### src/rtl/core/stlmf_pkg.sv
// ----------------------------------------------------------------------------
// stlmf_pkg
// Shared types, constants and glyph font for the scrolling text frame block.
// ----------------------------------------------------------------------------
package stlmf_pkg;

    localparam int MODULES     = 4;
    localparam int TEXT_DEPTH  = 128;              // power of two
    localparam int TEXT_AW     = $clog2(TEXT_DEPTH);
    localparam int OUT_BYTES   = 4;
    localparam int QUEUE_DEPTH = 2;

    localparam int CHAR_INDEX_W = 7;
    localparam int CHAR_W       = 8;
    localparam int ROW_ADDR_W   = 4;
    localparam int TLEN_W       = 8;
    localparam int START_W      = 8;
    localparam int SUM_W        = START_W + 1;
    localparam int GLYPHS       = 37;
    localparam int GLYPH_W      = 6;

    localparam logic [TLEN_W-1:0] TEXT_LENGTH_RST = 8'd28;
    localparam logic              MODE_TICK       = 1'b1;

    localparam logic [CHAR_W-1:0] CODE_A     = 8'd65;
    localparam logic [CHAR_W-1:0] CODE_Z     = 8'd90;
    localparam logic [CHAR_W-1:0] ALPHA_BIAS = 8'd54;
    localparam logic [CHAR_W-1:0] CODE_0     = 8'd48;
    localparam logic [CHAR_W-1:0] CODE_9     = 8'd57;
    localparam logic [CHAR_W-1:0] DIGIT_BIAS = 8'd47;

    typedef enum logic {
        CMD_LOAD,
        CMD_TICK
    } cmd_kind_t;

    typedef struct packed {
        cmd_kind_t            kind;
        logic [TEXT_AW-1:0]   addr;
        logic [CHAR_W-1:0]    code;
    } cmd_t;

    // column-major font, bit 0 of a column is the top row
    localparam logic [7:0] GLYPH_ROM [GLYPHS][8] = '{
        '{8'h00,8'h00,8'h00,8'h00,8'h00,8'h00,8'h00,8'h00},
        '{8'h3E,8'h7F,8'h71,8'h59,8'h4D,8'h7F,8'h3E,8'h00},
        '{8'h40,8'h42,8'h7F,8'h7F,8'h40,8'h40,8'h00,8'h00},
        '{8'h62,8'h73,8'h59,8'h49,8'h6F,8'h66,8'h00,8'h00},
        '{8'h22,8'h63,8'h49,8'h49,8'h7F,8'h36,8'h00,8'h00},
        '{8'h18,8'h1C,8'h16,8'h53,8'h7F,8'h7F,8'h50,8'h00},
        '{8'h27,8'h67,8'h45,8'h45,8'h7D,8'h39,8'h00,8'h00},
        '{8'h3C,8'h7E,8'h4B,8'h49,8'h79,8'h30,8'h00,8'h00},
        '{8'h03,8'h03,8'h71,8'h79,8'h0F,8'h07,8'h00,8'h00},
        '{8'h36,8'h7F,8'h49,8'h49,8'h7F,8'h36,8'h00,8'h00},
        '{8'h06,8'h4F,8'h49,8'h69,8'h3F,8'h1E,8'h00,8'h00},
        '{8'h7C,8'h7E,8'h13,8'h13,8'h7E,8'h7C,8'h00,8'h00},
        '{8'h41,8'h7F,8'h7F,8'h49,8'h49,8'h7F,8'h36,8'h00},
        '{8'h1C,8'h3E,8'h63,8'h41,8'h41,8'h63,8'h22,8'h00},
        '{8'h41,8'h7F,8'h7F,8'h41,8'h63,8'h3E,8'h1C,8'h00},
        '{8'h41,8'h7F,8'h7F,8'h49,8'h5D,8'h41,8'h63,8'h00},
        '{8'h41,8'h7F,8'h7F,8'h49,8'h1D,8'h01,8'h03,8'h00},
        '{8'h1C,8'h3E,8'h63,8'h41,8'h51,8'h73,8'h72,8'h00},
        '{8'h7F,8'h7F,8'h08,8'h08,8'h7F,8'h7F,8'h00,8'h00},
        '{8'h00,8'h41,8'h7F,8'h7F,8'h41,8'h00,8'h00,8'h00},
        '{8'h30,8'h70,8'h40,8'h41,8'h7F,8'h3F,8'h01,8'h00},
        '{8'h41,8'h7F,8'h7F,8'h08,8'h1C,8'h77,8'h63,8'h00},
        '{8'h41,8'h7F,8'h7F,8'h41,8'h40,8'h60,8'h70,8'h00},
        '{8'h7F,8'h7F,8'h0E,8'h1C,8'h0E,8'h7F,8'h7F,8'h00},
        '{8'h7F,8'h7F,8'h06,8'h0C,8'h18,8'h7F,8'h7F,8'h00},
        '{8'h1C,8'h3E,8'h63,8'h41,8'h63,8'h3E,8'h1C,8'h00},
        '{8'h41,8'h7F,8'h7F,8'h49,8'h09,8'h0F,8'h06,8'h00},
        '{8'h1E,8'h3F,8'h21,8'h71,8'h7F,8'h5E,8'h00,8'h00},
        '{8'h41,8'h7F,8'h7F,8'h09,8'h19,8'h7F,8'h66,8'h00},
        '{8'h26,8'h6F,8'h4D,8'h59,8'h73,8'h32,8'h00,8'h00},
        '{8'h03,8'h41,8'h7F,8'h7F,8'h41,8'h03,8'h00,8'h00},
        '{8'h7F,8'h7F,8'h40,8'h40,8'h7F,8'h7F,8'h00,8'h00},
        '{8'h1F,8'h3F,8'h60,8'h60,8'h3F,8'h1F,8'h00,8'h00},
        '{8'h7F,8'h7F,8'h30,8'h18,8'h30,8'h7F,8'h7F,8'h00},
        '{8'h43,8'h67,8'h3C,8'h18,8'h3C,8'h67,8'h43,8'h00},
        '{8'h07,8'h4F,8'h78,8'h78,8'h4F,8'h07,8'h00,8'h00},
        '{8'h47,8'h63,8'h71,8'h59,8'h4D,8'h67,8'h73,8'h00}
    };

    // ASCII to font index; anything outside space, digits and capitals is blank
    function automatic logic [GLYPH_W-1:0] glyph_of(input logic [CHAR_W-1:0] code);
        logic [CHAR_W-1:0] diff;
        diff = '0;
        if (code >= CODE_A && code <= CODE_Z)
        begin
            diff = code - ALPHA_BIAS;
        end
        else if (code >= CODE_0 && code <= CODE_9)
        begin
            diff = code - DIGIT_BIAS;
        end
        return diff[GLYPH_W-1:0];
    endfunction

    // one pixel row of a glyph, bit c is column c
    function automatic logic [7:0] glyph_row(input logic [GLYPH_W-1:0] g,
                                             input logic [2:0] r);
        logic [7:0] v;
        logic [7:0] col;
        v = '0;
        for (int c = 0; c < 8; c++)
        begin
            col  = (g < GLYPH_W'(GLYPHS)) ? GLYPH_ROM[g][c] : 8'h00;
            v[c] = col[3'd7 - r];
        end
        return v;
    endfunction

endpackage

### src/rtl/core/stlmf_if.sv
// ----------------------------------------------------------------------------
// stlmf_if
// Valid/ready channels of the scrolling text frame block.
// ----------------------------------------------------------------------------
interface stlmf_item_if;
    logic                                valid;
    logic                                ready;
    logic                                mode;
    logic [stlmf_pkg::CHAR_INDEX_W-1:0]  char_index;
    logic [stlmf_pkg::CHAR_W-1:0]        char_code;

    modport source (output valid, output mode, output char_index, output char_code,
                    input ready);
    modport sink   (input valid, input mode, input char_index, input char_code,
                    output ready);
endinterface

interface stlmf_result_if;
    logic                              valid;
    logic                              ready;
    logic [stlmf_pkg::ROW_ADDR_W-1:0]  row_address;
    logic [7:0]                        chain_byte_0;
    logic [7:0]                        chain_byte_1;
    logic [7:0]                        chain_byte_2;
    logic [7:0]                        chain_byte_3;
    logic                              last_row;

    modport source (output valid, output row_address, output chain_byte_0,
                    output chain_byte_1, output chain_byte_2, output chain_byte_3,
                    output last_row, input ready);
    modport sink   (input valid, input row_address, input chain_byte_0,
                    input chain_byte_1, input chain_byte_2, input chain_byte_3,
                    input last_row, output ready);
endinterface

interface stlmf_cfg_if;
    logic                          valid;
    logic                          ready;
    logic [stlmf_pkg::TLEN_W-1:0]  text_length;

    modport source (output valid, output text_length, input ready);
    modport sink   (input valid, input text_length, output ready);
endinterface

### src/rtl/core/stlmf_ram.sv
// ----------------------------------------------------------------------------
// stlmf_ram
// Generic single-write, single-read RAM with registered read data.
// ----------------------------------------------------------------------------
module stlmf_ram #(
    parameter int WIDTH = 8,
    parameter int DEPTH = 128
) (
    input  logic                     clk,
    input  logic                     wr_en,
    input  logic [$clog2(DEPTH)-1:0] wr_addr,
    input  logic [WIDTH-1:0]         wr_data,
    input  logic                     rd_en,
    input  logic [$clog2(DEPTH)-1:0] rd_addr,
    output logic [WIDTH-1:0]         rd_data
);

    logic [WIDTH-1:0] mem [DEPTH];

    always_ff @(posedge clk)
    begin
        if (wr_en)
        begin
            mem[wr_addr] <= wr_data;
        end
        if (rd_en)
        begin
            rd_data <= mem[rd_addr];
        end
    end

endmodule

### src/rtl/core/stlmf_front.sv
// ----------------------------------------------------------------------------
// stlmf_front
// Accepts input words, classifies them as load or tick and queues them.
// ----------------------------------------------------------------------------
module stlmf_front (
    input  logic              clk,
    input  logic              rst_n,
    stlmf_item_if.sink        item,
    output logic              cmd_valid,
    input  logic              cmd_ready,
    output stlmf_pkg::cmd_t   cmd
);
    import stlmf_pkg::*;

    localparam int PTR_W = (QUEUE_DEPTH > 1) ? $clog2(QUEUE_DEPTH) : 1;
    localparam int CNT_W = $clog2(QUEUE_DEPTH + 1);

    cmd_t             queue_reg [QUEUE_DEPTH];
    logic [PTR_W-1:0] wr_ptr_reg, wr_ptr_next;
    logic [PTR_W-1:0] rd_ptr_reg, rd_ptr_next;
    logic [CNT_W-1:0] count_reg,  count_next;
    logic             push, pop;
    cmd_t             entry;
    logic [SUM_W-1:0] wide_index;

    assign item.ready = (count_reg != CNT_W'(QUEUE_DEPTH));
    assign push       = item.valid && item.ready;
    assign cmd_valid  = (count_reg != '0);
    assign pop        = cmd_valid && cmd_ready;
    assign cmd        = queue_reg[rd_ptr_reg];

    always_comb
    begin
        wide_index = SUM_W'(item.char_index);
        entry.kind = (item.mode == MODE_TICK) ? CMD_TICK : CMD_LOAD;
        entry.addr = wide_index[TEXT_AW-1:0];
        entry.code = item.char_code;
    end

    always_comb
    begin
        wr_ptr_next = wr_ptr_reg;
        rd_ptr_next = rd_ptr_reg;
        count_next  = count_reg;
        if (push)
        begin
            wr_ptr_next = (wr_ptr_reg == PTR_W'(QUEUE_DEPTH - 1)) ? '0 : wr_ptr_reg + 1'b1;
        end
        if (pop)
        begin
            rd_ptr_next = (rd_ptr_reg == PTR_W'(QUEUE_DEPTH - 1)) ? '0 : rd_ptr_reg + 1'b1;
        end
        if (push && !pop)
        begin
            count_next = count_reg + 1'b1;
        end
        else if (pop && !push)
        begin
            count_next = count_reg - 1'b1;
        end
    end

    always_ff @(posedge clk or negedge rst_n)
    begin
        if (!rst_n)
        begin
            wr_ptr_reg <= '0;
            rd_ptr_reg <= '0;
            count_reg  <= '0;
        end
        else
        begin
            wr_ptr_reg <= wr_ptr_next;
            rd_ptr_reg <= rd_ptr_next;
            count_reg  <= count_next;
        end
    end

    always_ff @(posedge clk)
    begin
        if (push)
        begin
            queue_reg[wr_ptr_reg] <= entry;
        end
    end

endmodule

### src/rtl/core/stlmf_back.sv
// ----------------------------------------------------------------------------
// stlmf_back
// Executes queued words: stores text bytes, or fetches the character window
// and emits the eight row words of one frame, then advances the scroll.
// ----------------------------------------------------------------------------
module stlmf_back (
    input  logic                          clk,
    input  logic                          rst_n,
    input  logic                          cmd_valid,
    output logic                          cmd_ready,
    input  stlmf_pkg::cmd_t               cmd,
    input  logic [stlmf_pkg::TLEN_W-1:0]  text_length,
    output logic                          ram_wr_en,
    output logic [stlmf_pkg::TEXT_AW-1:0] ram_wr_addr,
    output logic [stlmf_pkg::CHAR_W-1:0]  ram_wr_data,
    output logic                          ram_rd_en,
    output logic [stlmf_pkg::TEXT_AW-1:0] ram_rd_addr,
    input  logic [stlmf_pkg::CHAR_W-1:0]  ram_rd_data,
    stlmf_result_if.source                result
);
    import stlmf_pkg::*;

    localparam int RD_W = $clog2(MODULES + 2);
    localparam int GI_W = (MODULES > 0) ? $clog2(MODULES + 1) : 1;

    typedef enum logic [1:0] {
        ST_IDLE,
        ST_READ,
        ST_ROWS
    } state_t;

    state_t               state_reg,   state_next;
    logic [RD_W-1:0]      rd_cnt_reg,  rd_cnt_next;
    logic                 cap_vld_reg, cap_vld_next;
    logic [GI_W-1:0]      cap_idx_reg, cap_idx_next;
    logic [2:0]           row_reg,     row_next;
    logic [2:0]           offset_reg,  offset_next;
    logic [START_W-1:0]   start_reg,   start_next;
    logic                 out_valid_reg, out_valid_next;
    logic [ROW_ADDR_W-1:0] out_addr_reg, out_addr_next;
    logic [7:0]           out_byte_reg [OUT_BYTES];
    logic [7:0]           out_byte_next [OUT_BYTES];
    logic                 out_last_reg, out_last_next;

    logic [GLYPH_W-1:0]   glyph_reg [MODULES + 1];
    logic [7:0]           row_byte [OUT_BYTES];
    logic [SUM_W-1:0]     rd_sum;
    logic [SUM_W-1:0]     start_inc;
    logic [TLEN_W-1:0]    limit;
    logic                 out_free;

    assign cmd_ready   = (state_reg == ST_IDLE);
    assign ram_wr_en   = cmd_valid && cmd_ready && (cmd.kind == CMD_LOAD);
    assign ram_wr_addr = cmd.addr;
    assign ram_wr_data = cmd.code;
    assign rd_sum      = SUM_W'(start_reg) + SUM_W'(rd_cnt_reg);
    assign ram_rd_addr = rd_sum[TEXT_AW-1:0];
    assign out_free    = !out_valid_reg || result.ready;

    assign start_inc = SUM_W'(start_reg) + 1'b1;
    assign limit     = (text_length > TLEN_W'(MODULES)) ? text_length - TLEN_W'(MODULES)
                                                        : TLEN_W'(1);

    // module m sees glyphs m and m+1; output byte k carries module MODULES-1-k
    genvar k;
    generate
        for (k = 0; k < OUT_BYTES; k++)
        begin : g_byte
            if (k < MODULES)
            begin : g_used
                logic [15:0] window;
                logic [15:0] shifted;
                assign window  = {glyph_row(glyph_reg[MODULES - k], row_reg),
                                  glyph_row(glyph_reg[MODULES - 1 - k], row_reg)};
                assign shifted = window >> offset_reg;
                assign row_byte[k] = shifted[7:0];
            end
            else
            begin : g_unused
                assign row_byte[k] = 8'h00;
            end
        end
    endgenerate

    always_comb
    begin
        state_next     = state_reg;
        rd_cnt_next    = rd_cnt_reg;
        cap_vld_next   = 1'b0;
        cap_idx_next   = cap_idx_reg;
        row_next       = row_reg;
        offset_next    = offset_reg;
        start_next     = start_reg;
        out_valid_next = out_valid_reg && !result.ready;
        out_addr_next  = out_addr_reg;
        out_byte_next  = out_byte_reg;
        out_last_next  = out_last_reg;
        ram_rd_en      = 1'b0;

        unique case (state_reg)
            ST_IDLE:
            begin
                if (cmd_valid && cmd.kind == CMD_TICK)
                begin
                    state_next  = ST_READ;
                    rd_cnt_next = '0;
                end
            end
            ST_READ:
            begin
                // one text read per cycle; a final step without a read lets the last read data be captured
                if (rd_cnt_reg == RD_W'(MODULES + 1))
                begin
                    state_next = ST_ROWS;
                    row_next   = '0;
                end
                else
                begin
                    ram_rd_en    = 1'b1;
                    cap_vld_next = 1'b1;
                    cap_idx_next = rd_cnt_reg[GI_W-1:0];
                    rd_cnt_next  = rd_cnt_reg + 1'b1;
                end
            end
            ST_ROWS:
            begin
                if (out_free)
                begin
                    out_valid_next = 1'b1;
                    out_addr_next  = ROW_ADDR_W'(row_reg) + 1'b1;
                    out_byte_next  = row_byte;
                    out_last_next  = (row_reg == 3'd7);
                    row_next       = row_reg + 1'b1;
                    if (row_reg == 3'd7)
                    begin
                        state_next  = ST_IDLE;
                        offset_next = offset_reg + 1'b1;
                        if (offset_reg == 3'd7)
                        begin
                            start_next = (start_inc >= SUM_W'(limit)) ? '0
                                                                      : start_inc[START_W-1:0];
                        end
                    end
                end
            end
            default:
            begin
                state_next = ST_IDLE;
            end
        endcase
    end

    always_ff @(posedge clk or negedge rst_n)
    begin
        if (!rst_n)
        begin
            state_reg     <= ST_IDLE;
            rd_cnt_reg    <= '0;
            cap_vld_reg   <= 1'b0;
            cap_idx_reg   <= '0;
            row_reg       <= '0;
            offset_reg    <= '0;
            start_reg     <= '0;
            out_valid_reg <= 1'b0;
            out_addr_reg  <= '0;
            out_byte_reg  <= '{default: '0};
            out_last_reg  <= 1'b0;
        end
        else
        begin
            state_reg     <= state_next;
            rd_cnt_reg    <= rd_cnt_next;
            cap_vld_reg   <= cap_vld_next;
            cap_idx_reg   <= cap_idx_next;
            row_reg       <= row_next;
            offset_reg    <= offset_next;
            start_reg     <= start_next;
            out_valid_reg <= out_valid_next;
            out_addr_reg  <= out_addr_next;
            out_byte_reg  <= out_byte_next;
            out_last_reg  <= out_last_next;
        end
    end

    always_ff @(posedge clk)
    begin
        if (cap_vld_reg)
        begin
            glyph_reg[cap_idx_reg] <= glyph_of(ram_rd_data);
        end
    end

    assign result.valid        = out_valid_reg;
    assign result.row_address  = out_addr_reg;
    assign result.chain_byte_0 = out_byte_reg[0];
    assign result.chain_byte_1 = out_byte_reg[1];
    assign result.chain_byte_2 = out_byte_reg[2];
    assign result.chain_byte_3 = out_byte_reg[3];
    assign result.last_row     = out_last_reg;

endmodule

### src/rtl/core/scroll_text_led_matrix_frame.sv
// ----------------------------------------------------------------------------
// scroll_text_led_matrix_frame
// Frame generator for a chain of 8x8 LED driver modules showing scrolling text.
// A load word writes one ASCII byte into the 128-entry text memory in the
// execution stage. A tick word is taken from the queue, reads MODULES+1
// characters through the single read port of the text memory, one per cycle,
// then emits eight row words through the output register, one per cycle while
// the sink is ready. A two-entry queue in front of the execution stage keeps
// taking words, until it is full, while a frame is being produced. text_length
// is written on the cfg channel, always ready, and must only change while the
// block is idle.
// Text positions that are read must have been loaded first.
// ----------------------------------------------------------------------------
module scroll_text_led_matrix_frame (
    input  logic            clk,
    input  logic            rst_n,
    stlmf_item_if.sink      item,
    stlmf_result_if.source  result,
    stlmf_cfg_if.sink       cfg
);
    import stlmf_pkg::*;

    logic [TLEN_W-1:0]  text_length_reg, text_length_next;
    logic               cmd_valid, cmd_ready;
    cmd_t               cmd;
    logic               ram_wr_en, ram_rd_en;
    logic [TEXT_AW-1:0] ram_wr_addr, ram_rd_addr;
    logic [CHAR_W-1:0]  ram_wr_data, ram_rd_data;

    assign cfg.ready        = 1'b1;
    assign text_length_next = (cfg.valid && cfg.ready) ? cfg.text_length : text_length_reg;

    always_ff @(posedge clk or negedge rst_n)
    begin
        if (!rst_n)
        begin
            text_length_reg <= TEXT_LENGTH_RST;
        end
        else
        begin
            text_length_reg <= text_length_next;
        end
    end

    stlmf_front u_front (
        .clk       (clk),
        .rst_n     (rst_n),
        .item      (item),
        .cmd_valid (cmd_valid),
        .cmd_ready (cmd_ready),
        .cmd       (cmd)
    );

    stlmf_back u_back (
        .clk         (clk),
        .rst_n       (rst_n),
        .cmd_valid   (cmd_valid),
        .cmd_ready   (cmd_ready),
        .cmd         (cmd),
        .text_length (text_length_reg),
        .ram_wr_en   (ram_wr_en),
        .ram_wr_addr (ram_wr_addr),
        .ram_wr_data (ram_wr_data),
        .ram_rd_en   (ram_rd_en),
        .ram_rd_addr (ram_rd_addr),
        .ram_rd_data (ram_rd_data),
        .result      (result)
    );

    stlmf_ram #(
        .WIDTH (CHAR_W),
        .DEPTH (TEXT_DEPTH)
    ) u_text_ram (
        .clk     (clk),
        .wr_en   (ram_wr_en),
        .wr_addr (ram_wr_addr),
        .wr_data (ram_wr_data),
        .rd_en   (ram_rd_en),
        .rd_addr (ram_rd_addr),
        .rd_data (ram_rd_data)
    );

endmodule
### src/flat_wrapper.sv
// flat-port wrapper written by rule: the top's interface ports become plain ports
module scroll_text_led_matrix_frame_flat import stlmf_pkg::*;
  (clk, rst_n, item_valid, item_mode, item_char_index, item_char_code, item_ready, result_valid, result_row_address, result_chain_byte_0, result_chain_byte_1, result_chain_byte_2, result_chain_byte_3, result_last_row, result_ready, cfg_valid, cfg_text_length, cfg_ready);
  stlmf_item_if item_i ();
  stlmf_result_if result_i ();
  stlmf_cfg_if cfg_i ();
  input  logic clk;
  input  logic rst_n;
  input wire logic [$bits(item_i.valid)-1:0] item_valid;
  input wire logic [$bits(item_i.mode)-1:0] item_mode;
  input wire logic [$bits(item_i.char_index)-1:0] item_char_index;
  input wire logic [$bits(item_i.char_code)-1:0] item_char_code;
  output wire logic [$bits(item_i.ready)-1:0] item_ready;
  output wire logic [$bits(result_i.valid)-1:0] result_valid;
  output wire logic [$bits(result_i.row_address)-1:0] result_row_address;
  output wire logic [$bits(result_i.chain_byte_0)-1:0] result_chain_byte_0;
  output wire logic [$bits(result_i.chain_byte_1)-1:0] result_chain_byte_1;
  output wire logic [$bits(result_i.chain_byte_2)-1:0] result_chain_byte_2;
  output wire logic [$bits(result_i.chain_byte_3)-1:0] result_chain_byte_3;
  output wire logic [$bits(result_i.last_row)-1:0] result_last_row;
  input wire logic [$bits(result_i.ready)-1:0] result_ready;
  input wire logic [$bits(cfg_i.valid)-1:0] cfg_valid;
  input wire logic [$bits(cfg_i.text_length)-1:0] cfg_text_length;
  output wire logic [$bits(cfg_i.ready)-1:0] cfg_ready;
  assign item_i.valid = item_valid;
  assign item_i.mode = item_mode;
  assign item_i.char_index = item_char_index;
  assign item_i.char_code = item_char_code;
  assign item_ready = item_i.ready;
  assign result_valid = result_i.valid;
  assign result_row_address = result_i.row_address;
  assign result_chain_byte_0 = result_i.chain_byte_0;
  assign result_chain_byte_1 = result_i.chain_byte_1;
  assign result_chain_byte_2 = result_i.chain_byte_2;
  assign result_chain_byte_3 = result_i.chain_byte_3;
  assign result_last_row = result_i.last_row;
  assign result_i.ready = result_ready;
  assign cfg_i.valid = cfg_valid;
  assign cfg_i.text_length = cfg_text_length;
  assign cfg_ready = cfg_i.ready;
  scroll_text_led_matrix_frame u_core (.clk(clk), .rst_n(rst_n), .item(item_i), .result(result_i), .cfg(cfg_i));
endmodule
### config.mk
export PLATFORM = sky130hd
export DESIGN_NAME = scroll_text_led_matrix_frame_flat
export DESIGN_NICKNAME = d
export VERILOG_FILES = /design/src/rtl/core/stlmf_pkg.sv /design/src/rtl/core/stlmf_if.sv /design/src/rtl/core/stlmf_ram.sv /design/src/rtl/core/stlmf_front.sv /design/src/rtl/core/stlmf_back.sv /design/src/rtl/core/scroll_text_led_matrix_frame.sv /design/src/flat_wrapper.sv
export SDC_FILE = /design/constraint.sdc
export NUM_CORES = 2
export LEC_CHECK = 0
export BUFFER_PORTS_ARGS = -buffer_cell sky130_fd_sc_hd__buf_2
export CAP_MARGIN = 20
export CORE_MARGIN = 2
export CORE_UTILIZATION = 50
export DETAILED_ROUTE_END_ITERATION = 10
export PLACE_DENSITY_LB_ADDON = 0.08
export SYNTH_ARGS = -nofsm -noshare
export SYNTH_HDL_FRONTEND = slang
export SYNTH_SLANG_ARGS = --single-unit
### constraint.sdc
create_clock -name clk -period 4.2 [get_ports clk]
set_input_delay 0 -clock clk [delete_from_list [all_inputs] [get_ports clk]]
set_output_delay 0 -clock clk [all_outputs]
set_load 0.02 [all_outputs]
==> results.sh <==
export IMPL_ir_worst_vdd_mv=0.753
export IMPL_netlist_area_sq_um=61300
export IMPL_die_area_sq_um=125000
export IMPL_fin_setup_tns_ps=0
export IMPL_wl_per_cell_microns=30.0
export IMPL_tightest_slew_ps=1150
export IMPL_cts_sinks=1167
export IMPL_start_util=0.504
export IMPL_gr_total_overflow=0
export IMPL_syn_inst=4524
export IMPL_fp_dieH_microns=354
export IMPL_clock_skew_ps=50.4
export IMPL_ys_types=111
export IMPL_drt_initial_drc_count=5954
export IMPL_path_cells="ha_4 -> fa_4 -> buf_12 -> buf_12 -> mux4_2 -> mux4_2 -> mux4_2 -> mux2_2"
export IMPL_pwr_share_clk=0.206
export IMPL_antenna_found_initial=1
export IMPL_drc=0
export IMPL_cp_start_kind="flip-flop"
export IMPL_syn_area_per_cell_sq_um=13.5
export IMPL_ant_nets=0
export IMPL_area_growth_pct=13.5
export IMPL_slew_headroom=0.233
export IMPL_vias=43200
export IMPL_yosysMostFrequentCell="edfxtp_1"
export IMPL_final_max_slew_viol_count=0
export IMPL_hold_violations=0
export IMPL_worst_ep_arrival_time_ps=4460
export IMPL_gp_congestion=1.00
export IMPL_crit_slowest_cell="fa_4"
export IMPL_fin_crit_sh=0.950
export IMPL_port_buffer_count=67
export IMPL_clockBufferDepth=3
export IMPL_synth_common_cells="1094 x edfxtp_1, 350 x mux4_2, 304 x nor2_1"
export IMPL_setup_viol=0
export IMPL_final_nets=4856
export IMPL_ys_seq_area_frac=0.566
export IMPL_synth_area_leader_cell="edfxtp_1"
export IMPL_grt_pass1_vias=41900
export IMPL_rows=128
export IMPL_avgViaCountPerCell=6.69
export IMPL_pwr_share_seq=0.298
export IMPL_die_width_microns=354
export IMPL_crit_top_cell="mux4_2"
export IMPL_fill_cells=9876
export IMPL_max_freq_mhz=251
export IMPL_cts_max_level=3
export IMPL_cts_tree="built"
export IMPL_drive_gt1_frac=0.226
export IMPL_stdcell_count=6458
export IMPL_synth_edf_count=1094
export IMPL_run_status="completed"
export IMPL_dr_pass1_iters=7
export IMPL_totalPowerFinal_mw=50.9
export IMPL_largest_register_ffs=1024
export IMPL_crit_path_end_kind="flip-flop"
export IMPL_cpPeakStageDelay_ps=780
export IMPL_regToRegSetupSlack_ps=210
export IMPL_p_int_mw=31.7
export IMPL_worstPathRequired_ps=4670
export IMPL_powerDensity_nw_per_um2=732
export IMPL_placed_cells=6185
export IMPL_netlist_top_cells_area="edfxtp_1 54%, mux4_2 13%, dfrtp_1 2.9%"
export IMPL_hpwl_microns=127000
export IMPL_crit_path_max_fanout=31
export IMPL_core_sq_um=122000
export IMPL_clock_root_buffer="clkbuf_16"
export IMPL_pwr_share_comb=0.496
export IMPL_async_reset_ff_frac=0.0626
export IMPL_rsz0062_at_grt="false"
export IMPL_ys_warn_count=0
export IMPL_synth_top_area_frac=0.536
export IMPL_diodes=0
export IMPL_min_path_type="in2reg"
export IMPL_numCtsBuffers=116
export IMPL_ys_flop_type="edfxtp_1"
export IMPL_leakagePower_nw=23.2
export IMPL_postRouteWirelength_microns=194000
export IMPL_power_switching_mw=19.2
export IMPL_insertion_delay_ps=750
export IMPL_synth_nets=4645
export IMPL_period_minus_slack_ps=3990
export IMPL_ioPinCount=69
export IMPL_critical_path_class="reg2reg"
export IMPL_cap_violations=0
export IMPL_path_clk_slew_ps=60
export IMPL_switching_share=0.376
export IMPL_grt_use_total=0.306
export IMPL_synth_seq_cells=1167
export IMPL_grt_pass1_wl_microns=286000
export IMPL_grt_max_degree=110
==> through the flow <==
| step | setup WS (ps) | hold slack, ps | util | area, sq um |
|---|---|---|---|---|
| 2_1_floorplan | 562 | -296 | - | 61300 |
| 3_3_place_gp | 290 | 0.0932 | 0.535 | 65100 |
| 3_5_place_dp | 258 | 1.51 | 0.535 | 65100 |
| 4_1_cts | 232 | 82.9 | 0.571 | 69500 |
| 5_1_grt | 178 | 144 | 0.572 | 69600 |
| 6_report | 210 | 140 | 0.572 | 69600 |
==> critical path: cells and delay by family (launching register included) <==
family                   cells  cell delay, ps
adder cells (fa/ha/maj)      2             980
flip-flops                   1             460
multiplexers                 4            1810
buffers and inverters        2             430
==> what timing repair did <==
| item | 4_1_cts | 5_1_grt |
|---|---|---|
| buffers inserted | 0 | 0 |
| resized for setup | 0 | 0 |
| hold buffers | 55 | 0 |
| hold endpoints to repair | 135 | 0 |
==> logic make-up after synthesis <==
kind of cell / after synthesis / synth area share
AOI/OAI and AO/OA: 1114 / 0.130
xor gates and xnor gates: 32 / 0.00457
DFF: 1167 / 0.566
other: 1 / 0.0000612
and+or+nand+nor: 1193 / 0.0982
muxes: 450 / 0.146
buffers and inverters: 475 / 0.0361
adders and majority gates: 92 / 0.0189
==> layout by cell type (no fill, tap or decap), types with 66 or more instances in the layout <==
cell | netlist | layout
ha_1 | 91 | 90
buf_2 | 169 | 66
o211ai_1 | 78 | 78
nor3_1 | 88 | 88
nand2_1 | 263 | 263
clkbuf_16 | 0 | 118
nand3_1 | 80 | 80
mux4_2 | 350 | 350
o21ai_0 | 197 | 195
nand2b_1 | 118 | 118
dfrtp_1 | 70 | 67
edfxtp_1 | 1094 | 1094
nor2_1 | 304 | 303
buf_4 | 24 | 339
a21oi_1 | 187 | 187
nor2b_1 | 107 | 107
==> power by group through the flow <==
stage | Clock (mW) | Sequential [mW] | Combinational [mW]
after floorplan | 0 | 15.4 | 16.9
after global placement | 0 | 15.4 | 24.9
after detailed placement | 0 | 15.4 | 25.0
after CTS | 10.7 | 15.2 | 25.1
after global routing | 11.1 | 15.2 | 26.7
final | 10.5 | 15.2 | 25.2
==> path summary, 6_finish.rpt <==
kind / start / endpoint / depth (start not counted)
setup / recovery: u_core.u_back.rd_cnt_reg[0]$_DFFE_PN0P_ / u_core.u_text_ram.rd_data[0]$_DFFE_PP_ / 8
hold / removal: cfg_valid / u_core.text_length_reg[3]$_DFFE_PN1P_ / 3
setup reg to reg: u_core.u_back.rd_cnt_reg[0]$_DFFE_PN0P_ / u_core.u_text_ram.rd_data[0]$_DFFE_PP_ / 8
hold reg to reg: u_core.u_back.result.row_address[1]$_DFFE_PN0P_ / u_core.u_back.result.row_address[1]$_DFFE_PN0P_ / 2
max in group asynchronous: rst_n / u_core.u_back.row_reg[2]$_DFFE_PN0P_ / 4
min in group asynchronous: rst_n / u_core.text_length_reg[3]$_DFFE_PN1P_ / 3
==> cell type report <==
class / instances / area, sq um / share of cell area
inverters: 68 / 255 / 0.00367
clock buffers: 151 / 3080 / 0.0442
clock inverters: 65 / 768 / 0.0110
well taps: 1625 / 2030 / 0.0292
multi-input cells: 2882 / 24500 / 0.352
flip-flops and latches: 1167 / 34700 / 0.499
repair buffers: 500 / 4240 / 0.0609
==> layer usage <==
layer / GRT usage / wire length (microns) / up-vias
met2: 0.495 / 93000 / 2419
li1: - / - / 18600
met5: 0 / 0 / -
met4: 0.122 / 8230 / 0
met3: 0.0448 / 15800 / 455
met1: 0.419 / 76600 / 21800
Power figures use the tool's default switching activity.
